===== src/hw/rtl/hits_pkg.sv =====
// Shared types and constants for the heap indexed tree store.
package hits_pkg;

    // Node slots 1 .. CAPACITY-1 hold bytes, slot 0 is never used
    localparam int CAPACITY = 64;
    localparam int NODE_W   = $clog2(CAPACITY);
    localparam int FILL_W   = $clog2(CAPACITY + 1);
    localparam int BYTE_W   = 8;
    localparam int IDX_W    = 8;

    // Stream widths
    localparam int IN_DATA_W  = BYTE_W + 2 * IDX_W;
    localparam int FUNC_W     = 2;
    localparam int OUT_DATA_W = BYTE_W;
    localparam int STATUS_W   = 2;

    typedef enum logic [FUNC_W-1:0] {
        FUNC_CLEAR = 2'd0,
        FUNC_LOAD  = 2'd1,
        FUNC_DUMP  = 2'd2,
        FUNC_QUERY = 2'd3
    } hits_func_t;

    typedef enum logic [STATUS_W-1:0] {
        ST_OK    = 2'd0,
        ST_FULL  = 2'd1,
        ST_EMPTY = 2'd2,
        ST_RANGE = 2'd3
    } hits_status_t;

    // Classified request handed from the front end to the back end
    typedef struct packed {
        hits_func_t          func;
        logic [BYTE_W-1:0]   load_byte;
        logic [NODE_W-1:0]   index_a;
        logic [NODE_W-1:0]   index_b;
        logic                bad_index;
    } hits_req_t;

endpackage


===== src/hw/rtl/hits_ram.sv =====
// Generic single-write, single-read RAM with registered read data.
module hits_ram #(
    parameter int WIDTH = 8,
    parameter int DEPTH = 64
) (
    input  logic                     clk,
    input  logic                     wr_en,
    input  logic [$clog2(DEPTH)-1:0] wr_addr,
    input  logic [WIDTH-1:0]         wr_data,
    input  logic                     rd_en,
    input  logic [$clog2(DEPTH)-1:0] rd_addr,
    output logic [WIDTH-1:0]         rd_data
);

    logic [WIDTH-1:0] mem [DEPTH];

    // Write port
    always_ff @(posedge clk)
    begin
        if (wr_en)
        begin
            mem[wr_addr] <= wr_data;
        end
    end

    // Registered read port
    always_ff @(posedge clk)
    begin
        if (rd_en)
        begin
            rd_data <= mem[rd_addr];
        end
    end

endmodule


===== src/hw/rtl/hits_front.sv =====
// Front end: accepts requests, range-checks query indices, queues them.
module hits_front (
    input  logic                          clk,
    input  logic                          rst_n,
    input  logic                          s_tvalid,
    output logic                          s_tready,
    input  logic [hits_pkg::IN_DATA_W-1:0] s_tdata,
    input  logic [hits_pkg::FUNC_W-1:0]   s_tuser,
    output logic                          q_valid,
    output hits_pkg::hits_req_t           q_req,
    input  logic                          q_pop
);
    import hits_pkg::*;

    localparam int QDEPTH = 2;

    hits_req_t         q_mem_reg [QDEPTH];
    logic              wr_ptr_reg;
    logic              wr_ptr_next;
    logic              rd_ptr_reg;
    logic              rd_ptr_next;
    logic [1:0]        count_reg;
    logic [1:0]        count_next;
    logic              push;
    logic [IDX_W-1:0]  idx_a;
    logic [IDX_W-1:0]  idx_b;
    hits_req_t         req_in;

    // Classify the incoming request
    always_comb
    begin
        idx_a = s_tdata[BYTE_W +: IDX_W];
        idx_b = s_tdata[BYTE_W + IDX_W +: IDX_W];
        req_in.func      = hits_func_t'(s_tuser);
        req_in.load_byte = s_tdata[BYTE_W-1:0];
        req_in.index_a   = idx_a[NODE_W-1:0];
        req_in.index_b   = idx_b[NODE_W-1:0];
        req_in.bad_index = (idx_a == '0) || (idx_b == '0)
                        || (idx_a >= IDX_W'(CAPACITY)) || (idx_b >= IDX_W'(CAPACITY));
    end

    assign s_tready = (count_reg != 2'(QDEPTH));
    assign push     = s_tvalid && s_tready;
    assign q_valid  = (count_reg != '0);
    assign q_req    = q_mem_reg[rd_ptr_reg];

    // Pointer and count update
    always_comb
    begin
        wr_ptr_next = push ? ~wr_ptr_reg : wr_ptr_reg;
        rd_ptr_next = q_pop ? ~rd_ptr_reg : rd_ptr_reg;
        count_next  = count_reg + 2'(push) - 2'(q_pop);
    end

    always_ff @(posedge clk or negedge rst_n)
    begin
        if (!rst_n)
        begin
            wr_ptr_reg <= 1'b0;
            rd_ptr_reg <= 1'b0;
            count_reg  <= '0;
        end
        else
        begin
            wr_ptr_reg <= wr_ptr_next;
            rd_ptr_reg <= rd_ptr_next;
            count_reg  <= count_next;
        end
    end

    // Queue payload
    always_ff @(posedge clk)
    begin
        if (push)
        begin
            q_mem_reg[wr_ptr_reg] <= req_in;
        end
    end

`ifndef SYNTHESIS
    a_no_overflow: assert property (@(posedge clk) disable iff (!rst_n)
        count_reg <= 2'(QDEPTH))
        else $error("request queue count out of range");
    a_no_underflow: assert property (@(posedge clk) disable iff (!rst_n)
        q_pop |-> q_valid)
        else $error("pop from empty request queue");
    a_count_track: assert property (@(posedge clk) disable iff (!rst_n)
        (push && !q_pop) |=> (count_reg == $past(count_reg) + 2'd1))
        else $error("queue count missed a push");
`endif

endmodule


===== src/hw/rtl/hits_back.sv =====
// Back end: carries out clear, load, ancestor query and preorder dump.
module hits_back (
    input  logic                           clk,
    input  logic                           rst_n,
    input  logic                           q_valid,
    input  hits_pkg::hits_req_t            q_req,
    output logic                           q_pop,
    output logic                           m_tvalid,
    input  logic                           m_tready,
    output logic [hits_pkg::OUT_DATA_W-1:0] m_tdata,
    output logic [hits_pkg::STATUS_W-1:0]  m_tuser,
    output logic                           m_tlast
);
    import hits_pkg::*;

    typedef enum logic [2:0] {
        S_IDLE,
        S_QUERY,
        S_READ,
        S_DATA,
        S_WALK,
        S_EMIT
    } state_t;

    state_t              state_reg, state_next;
    logic [FILL_W-1:0]   fill_reg, fill_next;
    hits_func_t          func_reg, func_next;
    logic [NODE_W-1:0]   a_reg, a_next;
    logic [NODE_W-1:0]   b_reg, b_next;
    logic [NODE_W-1:0]   w_reg, w_next;
    logic [BYTE_W-1:0]   res_val_reg, res_val_next;
    hits_status_t        res_st_reg, res_st_next;
    logic                res_last_reg, res_last_next;
    logic                out_valid_reg, out_valid_next;
    logic [BYTE_W-1:0]   out_val_reg, out_val_next;
    hits_status_t        out_st_reg, out_st_next;
    logic                out_last_reg, out_last_next;

    logic                out_free;
    logic                ram_wr_en;
    logic [NODE_W-1:0]   ram_wr_addr;
    logic                ram_rd_en;
    logic [BYTE_W-1:0]   ram_rd_data;

    hits_ram #(
        .WIDTH(BYTE_W),
        .DEPTH(CAPACITY)
    ) u_store (
        .clk    (clk),
        .wr_en  (ram_wr_en),
        .wr_addr(ram_wr_addr),
        .wr_data(q_req.load_byte),
        .rd_en  (ram_rd_en),
        .rd_addr(a_reg),
        .rd_data(ram_rd_data)
    );

    assign out_free    = !out_valid_reg || m_tready;
    assign ram_wr_addr = fill_reg[NODE_W-1:0];
    assign m_tvalid    = out_valid_reg;
    assign m_tdata     = out_val_reg;
    assign m_tuser     = out_st_reg;
    assign m_tlast     = out_last_reg;

    // Sequencer
    always_comb
    begin
        state_next    = state_reg;
        fill_next     = fill_reg;
        func_next     = func_reg;
        a_next        = a_reg;
        b_next        = b_reg;
        w_next        = w_reg;
        res_val_next  = res_val_reg;
        res_st_next   = res_st_reg;
        res_last_next = res_last_reg;
        out_valid_next = out_valid_reg && !m_tready;
        out_val_next  = out_val_reg;
        out_st_next   = out_st_reg;
        out_last_next = out_last_reg;
        q_pop         = 1'b0;
        ram_wr_en     = 1'b0;
        ram_rd_en     = 1'b0;

        unique case (state_reg)
            S_IDLE:
            begin
                if (q_valid)
                begin
                    q_pop         = 1'b1;
                    func_next     = q_req.func;
                    res_val_next  = '0;
                    res_st_next   = ST_OK;
                    res_last_next = 1'b1;
                    state_next    = S_EMIT;
                    unique case (q_req.func)
                        FUNC_CLEAR:
                        begin
                            fill_next = FILL_W'(1);
                        end
                        FUNC_LOAD:
                        begin
                            if (fill_reg == FILL_W'(CAPACITY))
                            begin
                                res_st_next = ST_FULL;
                            end
                            else
                            begin
                                ram_wr_en = 1'b1;
                                fill_next = fill_reg + FILL_W'(1);
                            end
                        end
                        FUNC_DUMP:
                        begin
                            if (fill_reg <= FILL_W'(1))
                            begin
                                res_st_next = ST_EMPTY;
                            end
                            else
                            begin
                                a_next     = NODE_W'(1);
                                state_next = S_READ;
                            end
                        end
                        FUNC_QUERY:
                        begin
                            if (q_req.bad_index)
                            begin
                                res_st_next = ST_RANGE;
                            end
                            else
                            begin
                                a_next     = q_req.index_a;
                                b_next     = q_req.index_b;
                                state_next = S_QUERY;
                            end
                        end
                        default:
                        begin
                            state_next = S_EMIT;
                        end
                    endcase
                end
            end

            // Halve the larger index until both meet
            S_QUERY:
            begin
                if (a_reg == b_reg)
                begin
                    state_next = S_READ;
                end
                else if (a_reg > b_reg)
                begin
                    a_next = a_reg >> 1;
                end
                else
                begin
                    b_next = b_reg >> 1;
                end
            end

            S_READ:
            begin
                ram_rd_en  = 1'b1;
                state_next = S_DATA;
            end

            // Nodes at or past the fill mark read as zero
            S_DATA:
            begin
                res_val_next = ({1'b0, a_reg} < fill_reg) ? ram_rd_data : '0;
                res_st_next  = ST_OK;
                if (func_reg == FUNC_QUERY)
                begin
                    res_last_next = 1'b1;
                    state_next    = S_EMIT;
                end
                else if ({a_reg, 1'b0} < fill_reg)
                begin
                    // left child exists: it comes next
                    b_next        = NODE_W'({a_reg, 1'b0});
                    res_last_next = 1'b0;
                    state_next    = S_EMIT;
                end
                else
                begin
                    w_next     = a_reg;
                    state_next = S_WALK;
                end
            end

            // Climb until a right sibling exists; the root ends the dump
            S_WALK:
            begin
                if (w_reg == NODE_W'(1))
                begin
                    res_last_next = 1'b1;
                    state_next    = S_EMIT;
                end
                else if (!w_reg[0] && (({1'b0, w_reg} + FILL_W'(1)) < fill_reg))
                begin
                    b_next        = w_reg + NODE_W'(1);
                    res_last_next = 1'b0;
                    state_next    = S_EMIT;
                end
                else
                begin
                    w_next = w_reg >> 1;
                end
            end

            S_EMIT:
            begin
                if (out_free)
                begin
                    out_valid_next = 1'b1;
                    out_val_next   = res_val_reg;
                    out_st_next    = res_st_reg;
                    out_last_next  = res_last_reg;
                    if (res_last_reg)
                    begin
                        state_next = S_IDLE;
                    end
                    else
                    begin
                        a_next     = b_reg;
                        state_next = S_READ;
                    end
                end
            end

            default:
            begin
                state_next = S_IDLE;
            end
        endcase
    end

    always_ff @(posedge clk or negedge rst_n)
    begin
        if (!rst_n)
        begin
            state_reg     <= S_IDLE;
            fill_reg      <= FILL_W'(1);
            out_valid_reg <= 1'b0;
            res_last_reg  <= 1'b0;
            func_reg      <= FUNC_CLEAR;
        end
        else
        begin
            state_reg     <= state_next;
            fill_reg      <= fill_next;
            out_valid_reg <= out_valid_next;
            res_last_reg  <= res_last_next;
            func_reg      <= func_next;
        end
    end

    // Payload registers
    always_ff @(posedge clk)
    begin
        a_reg       <= a_next;
        b_reg       <= b_next;
        w_reg       <= w_next;
        res_val_reg <= res_val_next;
        res_st_reg  <= res_st_next;
        out_val_reg <= out_val_next;
        out_st_reg  <= out_st_next;
        out_last_reg <= out_last_next;
    end

`ifndef SYNTHESIS
    a_fill_range: assert property (@(posedge clk) disable iff (!rst_n)
        (fill_reg >= FILL_W'(1)) && (fill_reg <= FILL_W'(CAPACITY)))
        else $error("fill mark out of range");
    a_write_room: assert property (@(posedge clk) disable iff (!rst_n)
        ram_wr_en |-> (fill_reg < FILL_W'(CAPACITY)))
        else $error("store written past capacity");
    a_pop_idle: assert property (@(posedge clk) disable iff (!rst_n)
        q_pop |-> (state_reg == S_IDLE))
        else $error("request taken while busy");
    a_walk_node: assert property (@(posedge clk) disable iff (!rst_n)
        (state_reg == S_WALK) |-> (w_reg != '0))
        else $error("preorder walk climbed past the root");
    a_read_data: assert property (@(posedge clk) disable iff (!rst_n)
        (state_reg == S_DATA) |-> ($past(state_reg) == S_READ))
        else $error("read data used without a read");
`endif

endmodule


===== src/hw/rtl/heap_indexed_tree_store_core.sv =====
// Top level of the heap indexed tree store: request queue front end and execution back end.
//
// A byte store laid out as an implicit binary tree (root 1, children 2k and
// 2k+1) with slots 1 .. CAPACITY-1 filled in breadth-first order. Requests on
// the slave stream are queued two deep, so the sender can run ahead while a
// long request executes. An ancestor query halves the larger index until both
// meet, at most 2*(log2(CAPACITY)-1) steps. A preorder dump reads each node
// and moves on to its left child; failing that, it climbs back one level per
// cycle to find a right sibling. The single store read port paces the dump,
// and a stalled master side holds it further. Every request gives at least one
// result and the final one carries tlast. There is no clearing pass: a fill
// mark decides which slots hold data, unfilled slots read as zero.
module heap_indexed_tree_store_core (
    input  logic                            clk,
    input  logic                            rst_n,
    input  logic                            s_tvalid,
    output logic                            s_tready,
    // load_byte[7:0], index_a[15:8], index_b[23:16]
    input  logic [hits_pkg::IN_DATA_W-1:0]  s_tdata,
    // func[1:0]
    input  logic [hits_pkg::FUNC_W-1:0]     s_tuser,
    output logic                            m_tvalid,
    input  logic                            m_tready,
    // value[7:0]
    output logic [hits_pkg::OUT_DATA_W-1:0] m_tdata,
    // status[1:0]
    output logic [hits_pkg::STATUS_W-1:0]   m_tuser,
    output logic                            m_tlast
);
    import hits_pkg::*;

    logic      q_valid;
    logic      q_pop;
    hits_req_t q_req;

    hits_front u_front (
        .clk     (clk),
        .rst_n   (rst_n),
        .s_tvalid(s_tvalid),
        .s_tready(s_tready),
        .s_tdata (s_tdata),
        .s_tuser (s_tuser),
        .q_valid (q_valid),
        .q_req   (q_req),
        .q_pop   (q_pop)
    );

    hits_back u_back (
        .clk     (clk),
        .rst_n   (rst_n),
        .q_valid (q_valid),
        .q_req   (q_req),
        .q_pop   (q_pop),
        .m_tvalid(m_tvalid),
        .m_tready(m_tready),
        .m_tdata (m_tdata),
        .m_tuser (m_tuser),
        .m_tlast (m_tlast)
    );

endmodule

===== config.mk =====
export PLATFORM = sky130hd
export DESIGN_NAME = heap_indexed_tree_store_core
export DESIGN_NICKNAME = d
export VERILOG_FILES = /design/src/hw/rtl/hits_pkg.sv /design/src/hw/rtl/hits_ram.sv /design/src/hw/rtl/hits_front.sv /design/src/hw/rtl/hits_back.sv /design/src/hw/rtl/heap_indexed_tree_store_core.sv
export SDC_FILE = /design/constraint.sdc
export NUM_CORES = 1
export LEC_CHECK = 0
export BUFFER_PORTS_ARGS = -buffer_cell sky130_fd_sc_hd__buf_2
export CAP_MARGIN = 20
export CORE_ASPECT_RATIO = 2
export CORE_MARGIN = 2
export CORE_UTILIZATION = 40
export CTS_CLUSTER_DIAMETER = 200
export DETAILED_ROUTE_END_ITERATION = 10
export GPL_ROUTABILITY_DRIVEN = 1
export SLEW_MARGIN = 20
export SYNTH_ARGS = -nofsm -noshare
export SYNTH_HDL_FRONTEND = slang
export SYNTH_HIERARCHICAL = 1
export SYNTH_SLANG_ARGS = --single-unit

===== constraint.sdc =====
create_clock -name clk -period 6.5 [get_ports clk]
set_clock_uncertainty 0.1 [all_clocks]
set_input_delay 0.65 -clock clk [delete_from_list [all_inputs] [get_ports clk]]
set_output_delay 0.65 -clock clk [all_outputs]
set_load 0.01 [all_outputs]

# Word-level counts from Yosys, hierarchy flattened
# Memory sizes are Yosys's and may differ from the RTL's. A register that Yosys moved wholly into a read port is not among the register bits.
# Cells that the tools add are included.
# word_totals
n_memories,2
reg_bits,57
output_inout_bits,13
mem_bits_rw,558
elab_cells,162
# mem_list
memory,words,word_bits,rd,rd_ports_with_merged_regs,wr,line_no,rtl
u_back.u_store.mem,64,8,1,1,1,hits_ram.sv:15,logic [WIDTH-1:0] mem [DEPTH];
u_front.q_mem_reg,2,23,1,0,1,hits_front.sv:17,hits_req_t q_mem_reg [QDEPTH];
# classes
add_sub_neg,5
magnitude_cmp,7
bitwise,2
n_eq_ne,34
muxes,66
reduce_logical,30
# ops
op,count
6-bit two-way mux,20
3-bit two-way mux,8
2-bit != test (second input constant),12
6-bit case mux with 2 select lines,2
6-bit case mux with 4 select lines,1
1-bit two-way mux,20
3-bit case mux with 6 select lines,1
6-bit case mux with 3 select lines,1
8-bit by 7-bit greater-or-equal comparator with 1-bit output (second input constant),2
8-bit logical NOT,2
8-bit two-way mux,2
8-bit case mux with 2 select lines,1
7-bit < comparator,2
7-bit case mux with 2 select lines,1
4-bit AND reduction,3
2-bit by 1-bit != test with 1-bit output (second input constant),5
10-bit AND reduction,1
3-bit != test (second input constant),3
9-bit AND reduction,1
2-bit two-way mux,4
2-bit nonzero test,4
6-bit by 1-bit adder with 7-bit output (second input constant),1
7-bit by 1-bit adder with 7-bit output (second input constant),1
7-bit == test (second input constant),1
other kinds (29),45

# Logic depth before layout (Yosys ltp)
# Gate-level depths: netlist (run 1).
# depth
depth_word,7
mapped_depth,9

# Cells and area by module
# Netlist (run 1), hierarchy kept.
# modules_own_cells
mod,cells_per_inst,area_each_um2,seq_area_each_um2,instances
hits_ram,940,20246.9,15615.0,1
hits_back,335,3334.4,1522.7,1
hits_front,95,1889.3,1481.4,1

# Least setup slack after synthesis (run 1)
# No wires, ideal clock.
# synth_timing
path_type,flip-flop to flip-flop
from,register u_front.rd_ptr_reg
to,"memory u_back.u_store.mem[62][0], enable pin"
synth_period_minus_slack_ns,2.850
arrival_time_ns,2.379
path_stages_with_launch,10
slack_ns,3.650
n_path_buf,2
setup_time_ns,0.370
path_cell_list,dfrtp_1 buf_2 buf_2 mux2_2 inv_2 nand3_2 nor2_2 nor2b_1 nand3_1 nor2_1
# synth_rtl
element,line_no,rtl
from (decl),hits_front.sv:20,logic rd_ptr_reg;
from (signal assigned),hits_front.sv:66,rd_ptr_reg <= rd_ptr_next;
to (decl),hits_ram.sv:15,

# Final worst setup path (run 1)
# layout_timing
from,register u_back.state_reg[1]
to,"memory u_back.u_store.mem[7][3], enable pin"
# layout_via
elab_chain_cells,4
# layout_rtl
element,line_no,rtl
from (decl),hits_back.sv:25,"state_t state_reg, state_next;"
from (signal assigned),hits_back.sv:252,state_reg <= state_next;
3-bit logical NOT,hits_back.sv:85,unique case (state_reg)
1-bit two-way mux,hits_back.sv:85,
via u_back.ram_wr_en,hits_back.sv:40,logic ram_wr_en;
1-bit two-way mux,hits_ram.sv:20,if (wr_en)
1-bit two-way mux (not written as such),hits_ram.sv:22,mem[wr_addr] <= wr_data;
# The timed path passes the listed nets, and every way through them passes these cells.

==> results of run 1 <==
==> area by class of cell <==
class | count | area [um2] | share of cell area
inverter | 21 | 78.8 | 0.00280
sequential | 623 | 18600 | 0.661
multi-input combinational | 663 | 6430 | 0.228
clock buffer | 58 | 1320 | 0.0470
tap | 792 | 991 | 0.0352
clock inverter | 36 | 320 | 0.0114
timing repair buffer | 60 | 385 | 0.0137
==> routing by layer <==
metal | track usage | vias up
met4 | 0.122 | 0
met5 | 0 | -
met2 | 0.385 | 428
met3 | 0.0218 | 161
li1 | - | 5648
met1 | 0.190 | 6776
==> cells in the mapped netlist (13+ instances only) <==
master and instances:
mux2i_1 30, a21oi_1 29, clkbuf_1 21, ha_1 29, mux2_2 36, mux4_2 126, dfrtp_1 17, edfxtp_1 605
buf_4 15, nor3_1 13, nand3_1 25, nor2_1 94, o21ai_1 17, nor2b_1 16, buf_2 16, nand2_1 80
inv_1 16
==> kinds of logic after synthesis <==
logic type               after synthesis  synth area share
buffers and inverters                 84            0.0181
XOR/XNOR                               9           0.00309
adder cells (fa/ha/maj)               29            0.0142
multiplexers                         192             0.139
AO/OA/AOI/OAI                        147            0.0407
AND/OR/NAND/NOR                      286            0.0537
flip-flops                           623             0.731
==> stage by stage <==
stage	util	hold slack, ps	setup WS (ps)	area [um2]
after global routing	0.447	126	2250	28100
after floorplan	-	254	3650	25500
after detailed placement	0.421	305	2460	26500
after global placement	0.421	303	2500	26500
final	0.447	142	2450	28100
after CTS	0.447	113	2450	28100
==> worst paths after layout <==
kind,start,end,slack [ps],cells past startpoint
min in group asynchronous,rst_n,u_front/count_reg[0],440,2
setup / recovery,u_back/state_reg[1],u_back/u_store/mem[7][3],2450,7
hold reg to reg,u_back/res_val_reg[5],u_back/m_tdata[5],320,0
setup reg to reg,u_back/state_reg[1],u_back/u_store/mem[7][3],2450,7
hold / removal,s_tuser[0],u_front/q_mem_reg[0][21],140,1
max in group asynchronous,rst_n,u_back/fill_reg[0],5510,2
==> critical path: cells and delay by family (launching register included) <==
family / cells / cell delay (ps)
buffers and inverters: 1 / 150
DFF: 1 / 740
and+or+nand+nor: 6 / 2690
==> power by group through the flow <==
stage | logic, mW | clock network [mW] | registers, mW
floorplan | 2.83 | 0 | 5.36
detailed placement | 4.23 | 0 | 5.47
global route | 4.47 | 3.27 | 5.41
global placement | 4.18 | 0 | 5.46
CTS | 4.24 | 3.13 | 5.38
finish | 4.17 | 3.05 | 5.38
==> repair_timing <==
item / 4_1_cts / 5_1_grt
endpoints found under the hold margin: 17 / 0
hold buffers: 1 / 0
endpoints found under the setup margin: 0 / 0
==> metrics.txt, run 1 <==
clock sinks 623; Cell variety after synth 75; Synth Register Bits 623; RSZ-0062 raised after global routing false; layout cells sized above 1 0.225; status finished clean; first-pass GRT wire length 92600 um; crit path kind reg2reg; Cell Area, Synth 25500 um2; Max H-tree Level 2; grt ovf 0; final non-filler cell total 2253; sequential cell area fraction in the yosys report 0.731; Die Y 361 um; DRT met1 WL 20300 um; Clock Latency Late Sink 600 ps; most frequent cells in the layout edfxtp_1 (605), mux4_2 (126), nor2_1 (93), nand2_1 (80), clkbuf_16 (52); CTS tree done; asr flop ratio synth 0.0289; switching power 4.28 mW; P_int 8.32 mW; gate count after technology mapping 1370; Yosys top cell by area edfxtp_1; # Post-CTS Setup Buffers 0; GRT Total Usage 0.196; switch share 0.340; power share of the clock group 0.242; Gate power share 0.331; post_cts resized 0; core area 62900 um2; top cell type's share of synthesized area 0.713; ANT cells 0; Starting Density 0.405; Fin Setup TNS 0 ps; PD cells 448 nW/um2; top sig layer met4; wire per inst 28.4 um; IO buf count 42; WL final 63900 um; initial DRC count 828; post-synth net total 1429; Pwr Total 12.6 mW; Synth area leaders edfxtp_1 (71%), mux4_2 (11%), dfrtp_1 (1.7%); Post-DP HPWL 43300 um; Max Slew Vio Count 0; ys flop type edfxtp_1; initial antenna violation count 0; CTS Buf Count 51; DR vias 13000; min Tclk post-route 4050 ps; Slowest-stage cell, CP nor2_1; Antenna Violating Nets Remaining 0; total number of yosys warnings 6; Final setup viols 0; final period utilization 0.623; CP Data Arrival Time 4180 ps; Pre-antenna DRT Iters 7; relative slew slack 0.349; worst hold-check path type in2reg; Die Wd 182 um; I/O pins 43; Layout Area Growth over Synthesis 10.5%; Die Area 65800 um2; Leak 9.00 nW; Final Hold Vio Count 0; VDD IR-drop max 0.000317 V; Mean Syn Cell Area 18.6 um2; max_cap viols 0; Fill cells 5315; post-placement cell count 2158; Crit path largest cell delay 900 ps; CP Launch Type flop; commonest non-fill, non-tap cell in the layout edfxtp_1; met2 WL 36600 um; final net count 1479; clock root buffer clkbuf_16; max reg flops 512; Max Root-Sink Buffers 3; critical-path cell list nor3_2 > nand2_1 > inv_2 > nand3_2 > nor2_2 > nand4_1 > nor2_1; vias in the first global route 13800; Least-Margin Pin Slew 977 ps; f_max 247 MHz; power share of the sequential group 0.427; Post-synth EDFFs 605; Site Rows 130; Worst Path Required 6630 ps; met3 WL 2610 um; DRC viols 0; RePlAce Congestion 0.925; CP Capture Type flop; Clock transition at path regs 70 ps; via/cell ratio 5.78; worst-path maximum fanout 24; largest net degree at the start of global routing 103
(Power assumes the default switching activity.)
==> inputs of run 2 (changes only) <==
==> constraint.sdc (replaced) <==
create_clock -name clk -period 3.8 [get_ports clk]
set_clock_uncertainty 0.1 [all_clocks]
set_input_delay 0.38 -clock clk [delete_from_list [all_inputs] [get_ports clk]]
set_output_delay 0.38 -clock clk [all_outputs]
set_load 0.01 [all_outputs]
==> metrics.txt, run 2 (synthesis gave the netlist of run 1 again) <==
final core utilization 0.465 (was 0.447); Pwr Total 22.2 mW (was 12.6 mW); I/O pins 43 (unchanged); CP Data Arrival Time 3560 ps (was 4180 ps); Worst Path Required 4020 ps (was 6630 ps); DRC viols 0 (unchanged); Clock Latency Late Sink 610 ps (was 600 ps); GRT Total Usage 0.200 (was 0.196); CTS tree done (unchanged); initial DRC count 937 (was 828); Max Root-Sink Buffers 3 (unchanged); commonest non-fill, non-tap cell in the layout edfxtp_1 (unchanged); initial antenna violation count 2 (was 0); Die Wd 182 um (unchanged); worst-path maximum fanout 7 (was 24); Antenna Violating Nets Remaining 0 (unchanged); final non-filler cell total 2380 (was 2253); Fill cells 5230 (was 5315); Setup WS pre-CTS 525 ps (was 2460 ps); Least-Margin Pin Slew 1060 ps (was 977 ps); clock root buffer clkbuf_16 (unchanged); layout cells sized above 1 0.276 (was 0.225); PD cells 760 nW/um2 (was 448 nW/um2); power share of the sequential group 0.412 (was 0.427); most frequent cells in the layout edfxtp_1 (605), mux4_2 (126), buf_4 (118), nor2_1 (93), nand2_1 (80) (was edfxtp_1 (605), mux4_2 (126), nor2_1 (93), nand2_1 (80), clkbuf_16 (52)); Top delay family on crit path adder cells (was simple AND/OR/NAND/NOR gates); Setup WS post-layout 459 ps (was 2450 ps); Site Rows 130 (unchanged); switch share 0.338 (was 0.340); Worst Reg-to-Reg Cells 10 (was 7); ANT cells 0 (unchanged); Critical path destination u_back/b_reg[4] (was u_back/u_store/mem[7][3]); Final Hold Vio Count 0 (unchanged); RePlAce Congestion 0.895 (was 0.925); final net count 1606 (was 1479); crit path launch u_back/w_reg[0] (was u_back/state_reg[1]); Crit path depth 10 (was 7); final period utilization 0.879 (was 0.623); largest net degree at the start of global routing 65 (was 103); min Tclk post-route 3340 ps (was 4050 ps); hold_ws 93.0 ps (was 142 ps); Pre-antenna DRT Iters 6 (was 7); crit path kind reg2reg (unchanged); critical-path cell list ha_1 > nand3_1 > xnor2_1 > ha_1 > a21oi_1 > o21ai_0 > a21oi_1 > o22ai_1 > nor3_1 > buf_4 (was nor3_2 > nand2_1 > inv_2 > nand3_2 > nor2_2 > nand4_1 > nor2_1); f_max 299 MHz (was 247 MHz); Gate power share 0.341 (was 0.331); max_cap viols 0 (unchanged); R2R Path End u_back/b_reg[4] (was u_back/u_store/mem[7][3]); core area 62900 um2 (unchanged); CP Capture Type flop (unchanged); relative slew slack 0.295 (was 0.349); IO buf count 42 (unchanged); R2R Setup Slk 460 ps (was 2450 ps); CTS Buf Count 50 (was 51); vias in the first global route 14300 (was 13800); WL final 65200 um (was 63900 um); P_int 14.7 mW (was 8.32 mW); max reg flops 512 (unchanged); Layout Area Growth over Synthesis 14.8% (was 10.5%); CP Launch Type flop (unchanged); wire per inst 27.4 um (was 28.4 um); Max Slew Vio Count 0 (unchanged); clock sinks 623 (unchanged); # Post-CTS Setup Buffers 0 (unchanged); first-pass GRT wire length 94500 um (was 92600 um); via/cell ratio 5.64 (was 5.78); cell area after layout 29200 um2 (was 28100 um2); Post-DP HPWL 45900 um (was 43300 um); Die Y 361 um (unchanged); RSZ-0062 raised after global routing false (unchanged); grt ovf 0 (unchanged); Leak 9.66 nW (was 9.00 nW); power share of the clock group 0.247 (was 0.242); switching power 7.51 mW (was 4.28 mW); VDD IR-drop max 0.000382 V (was 0.000317 V); status finished clean (unchanged); Fin Setup TNS 0 ps (unchanged); Clock transition at path regs 70 ps (about the same); worst r2r src u_back/w_reg[0] (was u_back/state_reg[1]); post-placement cell count 2264 (was 2158); Crit path largest cell delay 520 ps (was 900 ps); Slowest-stage cell, CP edfxtp_1 (was nor2_1); Die Area 65800 um2 (unchanged); worst hold-check path type in2reg (unchanged); DR vias 13400 (was 13000); WP buf/inv 1 (unchanged); Starting Density 0.405 (unchanged); area of placed instances 27300 um2 (was 26500 um2); Max H-tree Level 2 (unchanged); Final setup viols 0 (unchanged)
run 2: final cells by class:
class                           count  area, um2  area share
Timing Repair Buffer              188       1430      0.0488
Clock inverter                     36        424      0.0145
Tap cell                          792        991      0.0339
Inverter                           21       78.8     0.00270
Clock buffer                       57       1310      0.0447
Multi-Input combinational cell    663       6400       0.219
Sequential cell                   623      18600       0.637
run 2: how the worst min path moves through the flow:
stage | from | endpoint | slack (ps) | cells past startpoint
CTS | s_tvalid | u_front/wr_ptr_reg | 70 | 3
finish | s_tvalid | u_front/wr_ptr_reg | 90 | 3
global route | s_tvalid | u_front/wr_ptr_reg | 100 | 3
global placement | rst_n | u_back/res_last_reg | 240 | 1
floorplan | rst_n | u_back/fill_reg[1] | -20 | 0
detailed placement | rst_n | u_back/m_tvalid | 250 | 1
run 2: repair_timing:
action                                 CTS  global route
resized for setup                        0             0
setup endpoints to repair                0             0
endpoints found under the hold margin   62             0
hold buffers                            23             0
run 2: power groups by stage:
stage | Clock (mW) | Sequential, mW | Combinational (mW)
floorplan | 0 | 9.17 | 4.85
global placement | 0 | 9.30 | 7.53
detailed placement | 0 | 9.32 | 7.61
CTS | 5.62 | 9.17 | 7.65
global route | 5.85 | 9.21 | 8.08
finish | 5.49 | 9.17 | 7.58
run 2: worst reg2reg max path, stage by stage (launching register included):
cell and delay, ps:
edfxtp_1 520, ha_1 260, nand3_1 100, xnor2_1 490
ha_1 360, a21oi_1 250, o21ai_0 120, a21oi_1 140
o22ai_1 110, nor3_1 370, buf_4 230
run 2: layer usage:
layer / vias up / routed length (um) / part of all wire / GRT usage
met3: 160 / 2300 / 0.035 / 0.0193
met4: 2 / 4530 / 0.070 / 0.127
met5: - / 15 / 0.00023 / 0
li1: 5892 / - / - / -
met2: 432 / 37400 / 0.57 / 0.397
met1: 6941 / 20900 / 0.32 / 0.192
